===== src/rtl/clpw_pkg.sv =====
`timescale 1ns / 1ps
`default_nettype none
// ----------------------------------------------------------------------------
// clpw_pkg
// Shared types and constants for the clipped line pixel walker.
// ----------------------------------------------------------------------------
package clpw_pkg;

	localparam int MAX_DIM      = 64;
	localparam int COORD_BITS   = 12;
	localparam int COLOR_BITS   = 32;
	localparam int DIM_BITS     = 7;
	localparam int PIX_BITS     = 6;
	localparam int CFG_IDX_BITS = 2;

	localparam logic [CFG_IDX_BITS-1:0] REG_SCREEN_WIDTH  = CFG_IDX_BITS'(0);
	localparam logic [CFG_IDX_BITS-1:0] REG_SCREEN_HEIGHT = CFG_IDX_BITS'(1);

	typedef struct packed {
		logic signed [COORD_BITS-1:0] start_x;
		logic signed [COORD_BITS-1:0] start_y;
		logic signed [COORD_BITS-1:0] end_x;
		logic signed [COORD_BITS-1:0] end_y;
		logic        [COLOR_BITS-1:0] line_color;
	} line_cmd_t;

	typedef struct packed {
		logic [PIX_BITS-1:0]   pixel_x;
		logic [PIX_BITS-1:0]   pixel_y;
		logic [COLOR_BITS-1:0] pixel_color;
		logic                  pixel_valid;
		logic                  last_pixel;
	} pixel_t;

endpackage : clpw_pkg
`default_nettype wire


===== src/rtl/clipped_line_pixel_walker_unit.sv =====
`timescale 1ns / 1ps
`default_nettype none
// ----------------------------------------------------------------------------
// clipped_line_pixel_walker_unit
// Rejects off-screen lines, then walks the major axis one step per cycle (if no
// output stall) with an error score, emits each on-screen pixel, last flagged.
// ----------------------------------------------------------------------------
// Order: a setup state after the transfer, then the major-axis walk (major =
// |delta| + 1 steps, up to 4096), then a flush state; a pixel leaves one
// on-screen step after it is found, as the walk needs to know if it is last.
// Flow: one line at a time; the next line is taken after the flush. A rejected
// line skips the walk, which ends early if it leaves the screen after a pixel;
// walk and flush hold on stalls; a line with no pixel ends in an empty marker.
// Reset: screen_width and screen_height return to 64, the walker goes idle.
module clipped_line_pixel_walker_unit
	import clpw_pkg::*;
(
	input  wire logic                    clk,
	input  wire logic                    arst_n,
	input  wire logic                    in_valid,
	output logic                         in_ready,
	input  wire line_cmd_t               in_data,
	output logic                         out_valid,
	input  wire logic                    out_ready,
	output pixel_t                       out_data,
	input  wire logic                    cfg_valid,
	output logic                         cfg_ready,
	input  wire logic [CFG_IDX_BITS-1:0] cfg_index,
	input  wire logic [DIM_BITS-1:0]     cfg_data
);

	localparam int POS_BITS   = COORD_BITS + 1;
	localparam int LEN_BITS   = COORD_BITS + 1;
	localparam int SCORE_BITS = COORD_BITS + 2;

	typedef enum logic [1:0] {
		ST_IDLE,
		ST_SETUP,
		ST_WALK,
		ST_FLUSH
	} state_t;

	state_t state_q;

	logic [DIM_BITS-1:0] scr_w_q, scr_h_q;

	logic signed [POS_BITS-1:0]   x_q, y_q, x1_q, y1_q, ys_q;
	logic [COLOR_BITS-1:0]        color_q;
	logic                         xmajor_q;
	logic [LEN_BITS-1:0]          major_q, minor_q, cnt_q;
	logic signed [SCORE_BITS-1:0] score_q;
	logic                         pend_q;
	logic [PIX_BITS-1:0]          pend_x_q, pend_y_q;

	logic   out_valid_q;
	pixel_t out_q;

	// effective screen size
	logic [DIM_BITS-1:0] w_eff, h_eff;
	assign w_eff = (scr_w_q > DIM_BITS'(MAX_DIM)) ? DIM_BITS'(MAX_DIM) : scr_w_q;
	assign h_eff = (scr_h_q > DIM_BITS'(MAX_DIM)) ? DIM_BITS'(MAX_DIM) : scr_h_q;

	logic signed [POS_BITS-1:0] w_s, h_s;
	assign w_s = signed'({{(POS_BITS-DIM_BITS){1'b0}}, w_eff});
	assign h_s = signed'({{(POS_BITS-DIM_BITS){1'b0}}, h_eff});

	// input swap so that x rises
	logic swap;
	assign swap = in_data.start_x > in_data.end_x;

	// setup arithmetic
	logic signed [POS_BITS-1:0] dy, ymin, ymax;
	logic [LEN_BITS-1:0]        xd, yd, ady;
	logic                       reject, xm;
	assign dy     = y1_q - y_q;
	assign ady    = dy[POS_BITS-1] ? LEN_BITS'(-dy) : LEN_BITS'(dy);
	assign xd     = LEN_BITS'(x1_q - x_q) + LEN_BITS'(1);
	assign yd     = ady + LEN_BITS'(1);
	assign ymin   = dy[POS_BITS-1] ? y1_q : y_q;
	assign ymax   = dy[POS_BITS-1] ? y_q : y1_q;
	assign reject = (x_q >= w_s) || (x1_q < 0) || (ymin >= h_s) || (ymax < 0);
	assign xm     = xd >= yd;

	// walk step
	logic                         on_scr, can_load, out_load;
	logic signed [SCORE_BITS-1:0] score_sub;
	logic                         minor_step;
	assign on_scr     = (x_q >= 0) && (x_q < w_s) && (y_q >= 0) && (y_q < h_s);
	assign can_load   = !out_valid_q || out_ready;
	assign score_sub  = score_q - signed'(SCORE_BITS'(minor_q));
	assign minor_step = score_sub <= 0;
	assign out_load   = ((state_q == ST_WALK) && on_scr && pend_q && can_load) ||
	                    ((state_q == ST_FLUSH) && can_load);

	assign in_ready  = (state_q == ST_IDLE);
	assign cfg_ready = 1'b1;
	assign out_valid = out_valid_q;
	assign out_data  = out_q;

	always_ff @(posedge clk or negedge arst_n) begin
		if (!arst_n) begin
			scr_w_q <= DIM_BITS'(MAX_DIM);
			scr_h_q <= DIM_BITS'(MAX_DIM);
		end else if (cfg_valid) begin
			unique case (cfg_index)
				REG_SCREEN_WIDTH:  scr_w_q <= cfg_data;
				REG_SCREEN_HEIGHT: scr_h_q <= cfg_data;
				default: ;
			endcase
		end
	end

	always_ff @(posedge clk or negedge arst_n) begin
		if (!arst_n) begin
			state_q     <= ST_IDLE;
			pend_q      <= 1'b0;
			out_valid_q <= 1'b0;
		end else begin
			if (out_load)
				out_valid_q <= 1'b1;
			else if (out_valid_q && out_ready)
				out_valid_q <= 1'b0;
			unique case (state_q)
				ST_IDLE: begin
					if (in_valid) begin
						x_q     <= POS_BITS'(swap ? in_data.end_x : in_data.start_x);
						y_q     <= POS_BITS'(swap ? in_data.end_y : in_data.start_y);
						x1_q    <= POS_BITS'(swap ? in_data.start_x : in_data.end_x);
						y1_q    <= POS_BITS'(swap ? in_data.start_y : in_data.end_y);
						color_q <= in_data.line_color;
						pend_q  <= 1'b0;
						state_q <= ST_SETUP;
					end
				end
				ST_SETUP: begin
					xmajor_q <= xm;
					major_q  <= xm ? xd : yd;
					minor_q  <= xm ? yd : xd;
					cnt_q    <= xm ? xd : yd;
					score_q  <= signed'(SCORE_BITS'(xm ? xd : yd));
					ys_q     <= (dy == 0) ? POS_BITS'(0) :
					            (dy[POS_BITS-1] ? -POS_BITS'(1) : POS_BITS'(1));
					state_q  <= reject ? ST_FLUSH : ST_WALK;
				end
				ST_WALK: begin
					if (!on_scr && pend_q) begin
						state_q <= ST_FLUSH;
					end else if (!(on_scr && pend_q && !can_load)) begin
						if (on_scr) begin
							if (pend_q) begin
								out_q <= '{pixel_x: pend_x_q, pixel_y: pend_y_q,
								           pixel_color: color_q, pixel_valid: 1'b1,
								           last_pixel: 1'b0};
							end
							pend_q   <= 1'b1;
							pend_x_q <= x_q[PIX_BITS-1:0];
							pend_y_q <= y_q[PIX_BITS-1:0];
						end
						score_q <= minor_step ? score_sub + signed'(SCORE_BITS'(major_q))
						                      : score_sub;
						if (xmajor_q) begin
							x_q <= x_q + POS_BITS'(1);
							if (minor_step)
								y_q <= y_q + ys_q;
						end else begin
							y_q <= y_q + ys_q;
							if (minor_step)
								x_q <= x_q + POS_BITS'(1);
						end
						cnt_q <= cnt_q - LEN_BITS'(1);
						if (cnt_q == LEN_BITS'(1))
							state_q <= ST_FLUSH;
					end
				end
				ST_FLUSH: begin
					if (can_load) begin
						if (pend_q)
							out_q <= '{pixel_x: pend_x_q, pixel_y: pend_y_q,
							           pixel_color: color_q, pixel_valid: 1'b1,
							           last_pixel: 1'b1};
						else
							out_q <= '{pixel_x: '0, pixel_y: '0, pixel_color: '0,
							           pixel_valid: 1'b0, last_pixel: 1'b1};
						pend_q  <= 1'b0;
						state_q <= ST_IDLE;
					end
				end
				default: state_q <= ST_IDLE;
			endcase
		end
	end

endmodule : clipped_line_pixel_walker_unit
`default_nettype wire


===== config.mk =====
export PLATFORM = sky130hd
export DESIGN_NAME = clipped_line_pixel_walker_unit
export DESIGN_NICKNAME = d
export VERILOG_FILES = /design/src/rtl/clpw_pkg.sv /design/src/rtl/clipped_line_pixel_walker_unit.sv
export SDC_FILE = /design/constraint.sdc
export NUM_CORES = 1
export LEC_CHECK = 0
export ABC_CLOCK_PERIOD_IN_PS = 8700
export BUFFER_PORTS_ARGS = -buffer_cell sky130_fd_sc_hd__buf_4
export CELL_PAD_IN_SITES_DETAIL_PLACEMENT = 1
export CELL_PAD_IN_SITES_GLOBAL_PLACEMENT = 2
export CORE_UTILIZATION = 23
export CTS_CLUSTER_DIAMETER = 40
export DETAILED_ROUTE_END_ITERATION = 10
export PLACE_DENSITY = 0.61
export SLEW_MARGIN = 10
export SYNTH_ARGS = -nofsm -noshare
export SYNTH_HDL_FRONTEND = slang
export SYNTH_SLANG_ARGS = --single-unit

===== constraint.sdc =====
create_clock -name clk -period 8.7 [get_ports clk]
set_clock_uncertainty 0.2 [all_clocks]
set_input_delay 0.435 -clock clk [delete_from_list [all_inputs] [get_ports clk]]
set_output_delay 0.435 -clock clk [all_outputs]
set_load 0.005 [all_outputs]

Yosys cells after proc, flatten, opt, wreduce, memory -nomap -nowiden --
Cells that the tools add are included.
Operators by class: order comparisons 13, equality and inequality tests 15, bitwise operators 2, multiplexer cells 54, $add $sub $neg 10, reduce and logical (&&, ||, !) cells 38
Operators by type and width (number):
- 13-bit 2-to-1 mux | 23
- 46-bit 2-to-1 mux | 6
- 46-bit case mux with 2 select lines | 1
- 13-bit case mux with 2 select lines | 3
- 14-bit 2-to-1 mux | 3
- 32-bit logical NOT | 1
- 14-bit case mux with 2 select lines | 1
- 13-bit by 2-bit adder with 13-bit output, second input constant | 2
- 13-bit by 1-bit >= comparator with 1-bit output, second input constant | 2
- 13-bit by 8-bit >= comparator with 1-bit output | 2
- 13-bit by 1-bit < comparator with 1-bit output, second input constant | 2
- 13-bit by 8-bit < comparator with 1-bit output | 2
- 13-bit subtractor | 2
- 6-bit AND reduction | 3
- 14-bit adder | 1
- 7-bit greater-than comparator, second input constant | 2
- 14-bit by 1-bit <= comparator with 1-bit output, second input constant | 1
- 7-bit 2-to-1 mux | 2
- 14-bit subtractor | 1
- 13-bit by 1-bit adder with 13-bit output, second input constant | 1
- 13-bit adder | 1
- 13-bit by 1-bit equality test with 1-bit output, second input constant | 1
- 13-bit >= comparator | 1
- 13-bit negation | 1
- other kinds (23) | 67
Word-level totals: word-level logic and storage cells 155, output and inout bits 49, input bits 94, register bits 227

Longest topological paths before layout --
depth after elaboration 11, mapped depth 27, depth with buffers taken out 24

Least setup slack after synthesis --
Ideal clock, no wire load.
path type register to register, start point reg scr_h_q[6], end point reg out_q (netlist bit out_data[0]) (enable), arrival 5.441 ns, stages on the path, launching flop included 13, slack 2.543 ns, cells stage by stage dfstp_2 -> inv_1 -> nand2_1 -> ha_1 -> a21o_1 -> a21o_1 -> a21o_1 -> a21oi_1 -> o211ai_1 -> nor2_1 -> nand3_1 -> a21boi_0 -> nor3b_1
Between the ends: cells in the longest elaborated chain, start to end 8
Ends and longest elaborated chain:
- from (decl) | line clipped_line_pixel_walker_unit.sv:45 | logic [DIM_BITS-1:0] scr_w_q, scr_h_q;
- from (signal assigned) | line clipped_line_pixel_walker_unit.sv:103 | scr_h_q <= DIM_BITS'(MAX_DIM);
- from (signal assigned) | line clipped_line_pixel_walker_unit.sv:107 | REG_SCREEN_HEIGHT: scr_h_q <= cfg_data;
- 7-bit greater-than comparator | line clipped_line_pixel_walker_unit.sv:61 | assign h_eff = (scr_h_q > DIM_BITS'(MAX_DIM)) ? DIM_BITS'(MAX_DIM) : scr_h_q;
- 7-bit 2-to-1 mux * | line clipped_line_pixel_walker_unit.sv:61
- 13-bit by 8-bit < comparator with 1-bit output * | line clipped_line_pixel_walker_unit.sv:88 | assign on_scr = (x_q >= 0) && (x_q < w_s) && (y_q >= 0) && (y_q < h_s);
- 1-bit logical AND * | line clipped_line_pixel_walker_unit.sv:88
- 1-bit logical AND or 1-bit logical NOT (tied branches) | line clipped_line_pixel_walker_unit.sv:148, clipped_line_pixel_walker_unit.sv:146
- 1-bit logical AND (on tied branches) | line clipped_line_pixel_walker_unit.sv:148, clipped_line_pixel_walker_unit.sv:146
- 2-bit inequality test (no line)
- 7-bit AND reduction (no line) *
- to (signal assigned) | line clipped_line_pixel_walker_unit.sv:151 | out_q <= '{pixel_x: pend_x_q, pixel_y: pend_y_q,
- to (signal assigned) | line clipped_line_pixel_walker_unit.sv:178 | out_q <= '{pixel_x: pend_x_q, pixel_y: pend_y_q,
- to (signal assigned) | line clipped_line_pixel_walker_unit.sv:182 | out_q <= '{pixel_x: '0, pixel_y: '0, pixel_color: '0,
- to (decl) | line clipped_line_pixel_walker_unit.sv:56 | pixel_t out_q;
Every way passes the cells marked *; elsewhere a longest branch is shown, timed or not. A chain may end at the register's enable or synchronous reset.

Worst setup path after layout --
start point reg y_q[0], end point reg score_q[5] (data pin)
Between the ends: cells in the longest elaborated chain, start to end 7
Ends and longest elaborated chain:
- from (decl) | line clipped_line_pixel_walker_unit.sv:47 | logic signed [POS_BITS-1:0] x_q, y_q, x1_q, y1_q, ys_q;
- from (signal assigned) | line clipped_line_pixel_walker_unit.sv:127 | y_q <= POS_BITS'(swap ? in_data.end_y : in_data.start_y);
- from (signal assigned) | line clipped_line_pixel_walker_unit.sv:164 | y_q <= y_q + ys_q;
- from (signal assigned) | line clipped_line_pixel_walker_unit.sv:166 | y_q <= y_q + ys_q;
- 13-bit subtractor * | line clipped_line_pixel_walker_unit.sv:75 | assign dy = y1_q - y_q;
- 13-bit negation | line clipped_line_pixel_walker_unit.sv:76 | assign ady = dy[POS_BITS-1] ? LEN_BITS'(-dy) : LEN_BITS'(dy);
- 13-bit 2-to-1 mux * | line clipped_line_pixel_walker_unit.sv:76
- 13-bit by 1-bit adder with 13-bit output * | line clipped_line_pixel_walker_unit.sv:78 | assign yd = ady + LEN_BITS'(1);
- 13-bit >= comparator | line clipped_line_pixel_walker_unit.sv:82 | assign xm = xd >= yd;
- 13-bit 2-to-1 mux * | line clipped_line_pixel_walker_unit.sv:140 | score_q <= signed'(SCORE_BITS'(xm ? xd : yd));
- 14-bit case mux with 2 select lines * | line clipped_line_pixel_walker_unit.sv:123 | unique case (state_q)
- to (signal assigned) | line clipped_line_pixel_walker_unit.sv:140
- to (signal assigned) | line clipped_line_pixel_walker_unit.sv:159 | score_q <= minor_step ? score_sub + signed'(SCORE_BITS'(major_q))
- to (decl) | line clipped_line_pixel_walker_unit.sv:51 | logic signed [SCORE_BITS-1:0] score_q;
Marked as above.

==> results.txt <==
----------------------------------------------------
[Status]
  Outcome ... finished, final reports clean

[Synth]
  List of most frequent post-synthesis cells ... edfxtp_1 (196), ha_1 (129), inv_1 (98), nor2_1 (83), a21oi_1 (82)
  Fraction of synthesis flops using an asynchronous set or reset pin ... 0.0841
  Syn Nets ... 1538
  Share of the yosys chip area belonging to registers ... 0.450
  Ys Warns ... 0
  Top cells by area, synth ... edfxtp_1 (42%), ha_1 (11%), xnor2_1 (4.0%), mux2_2 (3.8%), mux2i_1 (3.1%)
  Share of the synthesized area in the top cell type ... 0.418
  Most area-hungry cell type in the Yosys netlist ... edfxtp_1
  Synthesized area ... 0.0141 mm2
  Number of enable-type register cells in the synthesized netlist ... 196
  Yosys reg bits ... 214
  Per-instance average area after synthesis ... 10.8 um2
  Number of distinct library cells after synthesis ... 85
  Gate count of the mapped netlist ... 1310
  Most used standard cell by instance count after synthesis ... edfxtp_1
  Dominant synthesized flop cell ... edfxtp_1

[Finish]
  Antenna Diode Count ... 0
  Fraction of layout instances using a drive strength above 1 ... 0.190
  Nets ... between 1500 and 2000
  Area growth syn-to-layout ... 31.6%
  Utilization of the core after routing ... 0.307
  Final instance count without filler cells ... 2370

[CTS]
  CTS Sinks ... 214
  Clock transition time at the flip-flop clock pins of the worst setup and hold paths ... 0.06 ns
  Count of H-tree levels built during CTS ... 2
  Buffer cell driving the clock tree root ... clkbuf_16
  Clock latency on the worst-skew pair ... 0.58 ns
  Maximum count of clock buffers along a single path ... 3
  CTS tree ... yes
  CTS resizes ... 0
  Number of buffers inserted during clock tree synthesis ... around 40

[Timing]
  Max Clock Freq ... 148 MHz
  Setup violators final ... 0
  Total negative slack for setup checks ... 0 ns
  Period utilisation layout ... 0.774
  Unrepaired setup endpoints after global routing ... no
  Final critical delay including setup and external delays ... 6.73 ns
  Max-slew headroom at the worst pin ... 0.305
  Final max-slew violation count ... 0
  Hold Worst Slack ... 0.0352 ns
  Final hold viol count ... 0
  Transition time at the pin with the least slew margin ... 1.04 ns

[Global route]
  Via count of the first global-routing pass ... 11500
  Met1 Usage GRT ... 0.173
  Met3 track utilization from global routing ... 0.0225
  First-pass GRT wire length ... 64.6 mm
  Highest-utilization routing layer at the global route stage ... met2
  Largest net degree at the start of global routing ... between 60 and 70
  Met2 track demand over resource ... 0.223
  GRT Resource Usage Total ... 0.132
  Grt total ovfl ... 0
  Number of antenna violations at the first check in global routing ... 1

[Die]
  Placement row count ... 90
  Effective utilization at floorplan ... 0.233
  Die Outline Area ... 0.0622 mm2
  Die Y ... 249 um
  Count of pins on the block boundary ... between 100 and 150
  Area of the placeable core ... 0.0605 mm2
  Die span in x ... approximately 250 um

[Routing]
  Via Count ... 10700
  WL per Instance ... 17.1 um
  DR vias/cell ... 4.53
  ANT nets after route ... 0
  Iteration-0 DRC Markers ... 459
  First-pass iteration count of the detailed router ... 5
  Final Routed Wirelength ... 40.6 mm
  Number of design rule violations left after detail routing ... 0

[Critical path]
  Biggest fanout along the worst timing path ... 35
  Endpoint of the worst-slack reg-to-reg timing path ... score_q[5]
  Largest incremental delay on the critical path ... 0.78 ns
  Crit Path Class ... reg -> reg
  Number of cells on the worst reg-to-reg path ... 22
  Category of the worst setup path launch point ... flip-flop
  Most numerous cell on the critical path ... a21oi_1
  Number of gates on the worst path with buffers counted ... 22
  Register-to-register setup slack ... 1.97 ns
  Crit. End Element ... flip-flop
  Standard cell with the maximum stage delay on the critical path ... o21ai_4
  Buffers plus inverters on the worst setup path ... 3
  Worst-path cell chain ... ha_1, fa_1, nand2b_1, a21oi_1, o21a_1, o2111ai_4, a21oi_1, ha_1, inv_1, or3_1, a32oi_1, xnor2_1, inv_1, ha_1, o21ai_0, a21oi_1, a31oi_1, o21ai_4, buf_4, mux2i_1, nor2_1, a21oi_1
  Delay-heaviest family, CP ... compound AO/OA/AOI/OAI gates
  Worst flop-to-flop path startpoint ... y_q[0]
  CP Data Arrival Time ... 6.93 ns
  Worst EP required ... roughly 9 ns

[Power]
  Power density of the placed cells ... ~470 mW/mm2
  Leakage ... 7.37 nW
  IR Drop Worst-Case VDD ... between 0.2 and 0.25 mV

[Placement]
  Number of cells after detailed placement ... 2208
  Detailed-placement wirelength estimate ... 30.7 mm
  Port bufs ... ~140
  Gpl congestion ... slightly below 0.8

[Run]
  Max-cap violations ... 0

[Min path]
  Worst hold path type ... in -> reg
  Start point of the worst min-delay path ... out_ready
  Hold Path Stages ... 4
  Worst hold endpoint ... out_valid

----------------------------------------------------
-- state kept, by name (all words and copies together), names as in the netlist, 2 cells and up --
register and flops:
out_data 46, color_q 32, score_q 14, cnt_q 13
major_q 13, minor_q 13, x_q 13, y_q 13
x1_q 12, y1_q 12, scr_h_q 7, scr_w_q 7
pend_x_q 6, pend_y_q 6, state_q 2, ys_q 2
-- repair_timing --
item,4_1_cts,5_1_grt
hold buffers,87,0
endpoints found under the hold margin,88,0
buffers inserted,0,0
-- report_power, final --
| part | internal [mW] | leakage [nW] | switching, mW |
|---|---|---|---|
| logic | 2.08 | 4.62 | 2.98 |
| clock network | 1.19 | 0.741 | 0.617 |
| registers | 1.66 | 2.01 | 0.164 |
-- logic make-up after synthesis --
| family | synth area share |
|---|---|
| fa+ha+maj | 0.122 |
| mux | 0.0681 |
| xor+xnor | 0.0553 |
| other cells | 0.000266 |
| compound gates | 0.137 |
| simple gates | 0.131 |
| buf+inv | 0.0373 |
| flops | 0.450 |
-- routing by layer --
metal | up-vias | share of wire
met4 | 0 | 0.017
met2 | 116 | 0.48
met5 | - | 0
li1 | 5337 | -
met1 | 5246 | 0.48
met3 | 47 | 0.027
-- cell usage in the layout, fill, tap and decap left out, types with 10 or more instances in the layout --
| cell | n |
|---|---|
| edfxtp_1 | 196 |
| buf_4 | 153 |
| ha_1 | 128 |
| inv_1 | 98 |
| dlygate4sd3_1 | 87 |
| nor2_1 | 83 |
| a21oi_1 | 82 |
| nand2_1 | 80 |
| o21ai_0 | 70 |
| xnor2_1 | 64 |
| and2_1 | 48 |
| mux2_2 | 47 |
| mux2i_1 | 43 |
| clkbuf_16 | 41 |
| nor3_1 | 25 |
| xor2_1 | 23 |
| a21o_1 | 21 |
| nand3_1 | 19 |
| dfrtp_1 | 16 |
| nand2b_1 | 15 |
| nor2b_1 | 15 |
| or3_1 | 13 |
| o21a_1 | 12 |
| nand4_1 | 12 |
| nor4_1 | 11 |
| bufinv_16 | 10 |
-- worst max path at each step --
stage / from / endpoint
after global placement: y_q[0] / score_q[5]
after floorplan: scr_h_q[6] / out_data[0]
after CTS: y_q[0] / score_q[5]
final: y_q[0] / score_q[5]
after detailed placement: y_q[0] / score_q[5]
after global routing: y_q[0] / score_q[5]
-- cell type report --
cell class | count | area (um2)
fillers | 6723 | 41900
well taps | 782 | 978
clock inverters | 31 | 528
clock buffers | 44 | 1040
repair buffers | 240 | 2020
inverters | 99 | 372
multi-input cells | 960 | 7270
flip-flops and latches | 214 | 6340
-- stage by stage --
stage / instance area [um2] / power, mW / setup WS [ns]
finish: 18500 / 8.69 / 1.97
detailed placement: 16100 / 6.91 / 2.06
CTS: 18500 / 8.83 / 1.99
global route: 18500 / 9.47 / 1.46
floorplan: 14100 / 5.53 / 2.54
global placement: 16100 / 6.83 / 2.28
-- tightest hold or removal path: stages --
cell	delay, ns
buf_4	0.08
nor2b_1	0.10
nor2_1	0.11
nand2_1	0.06
(Power assumes the default switching activity.)
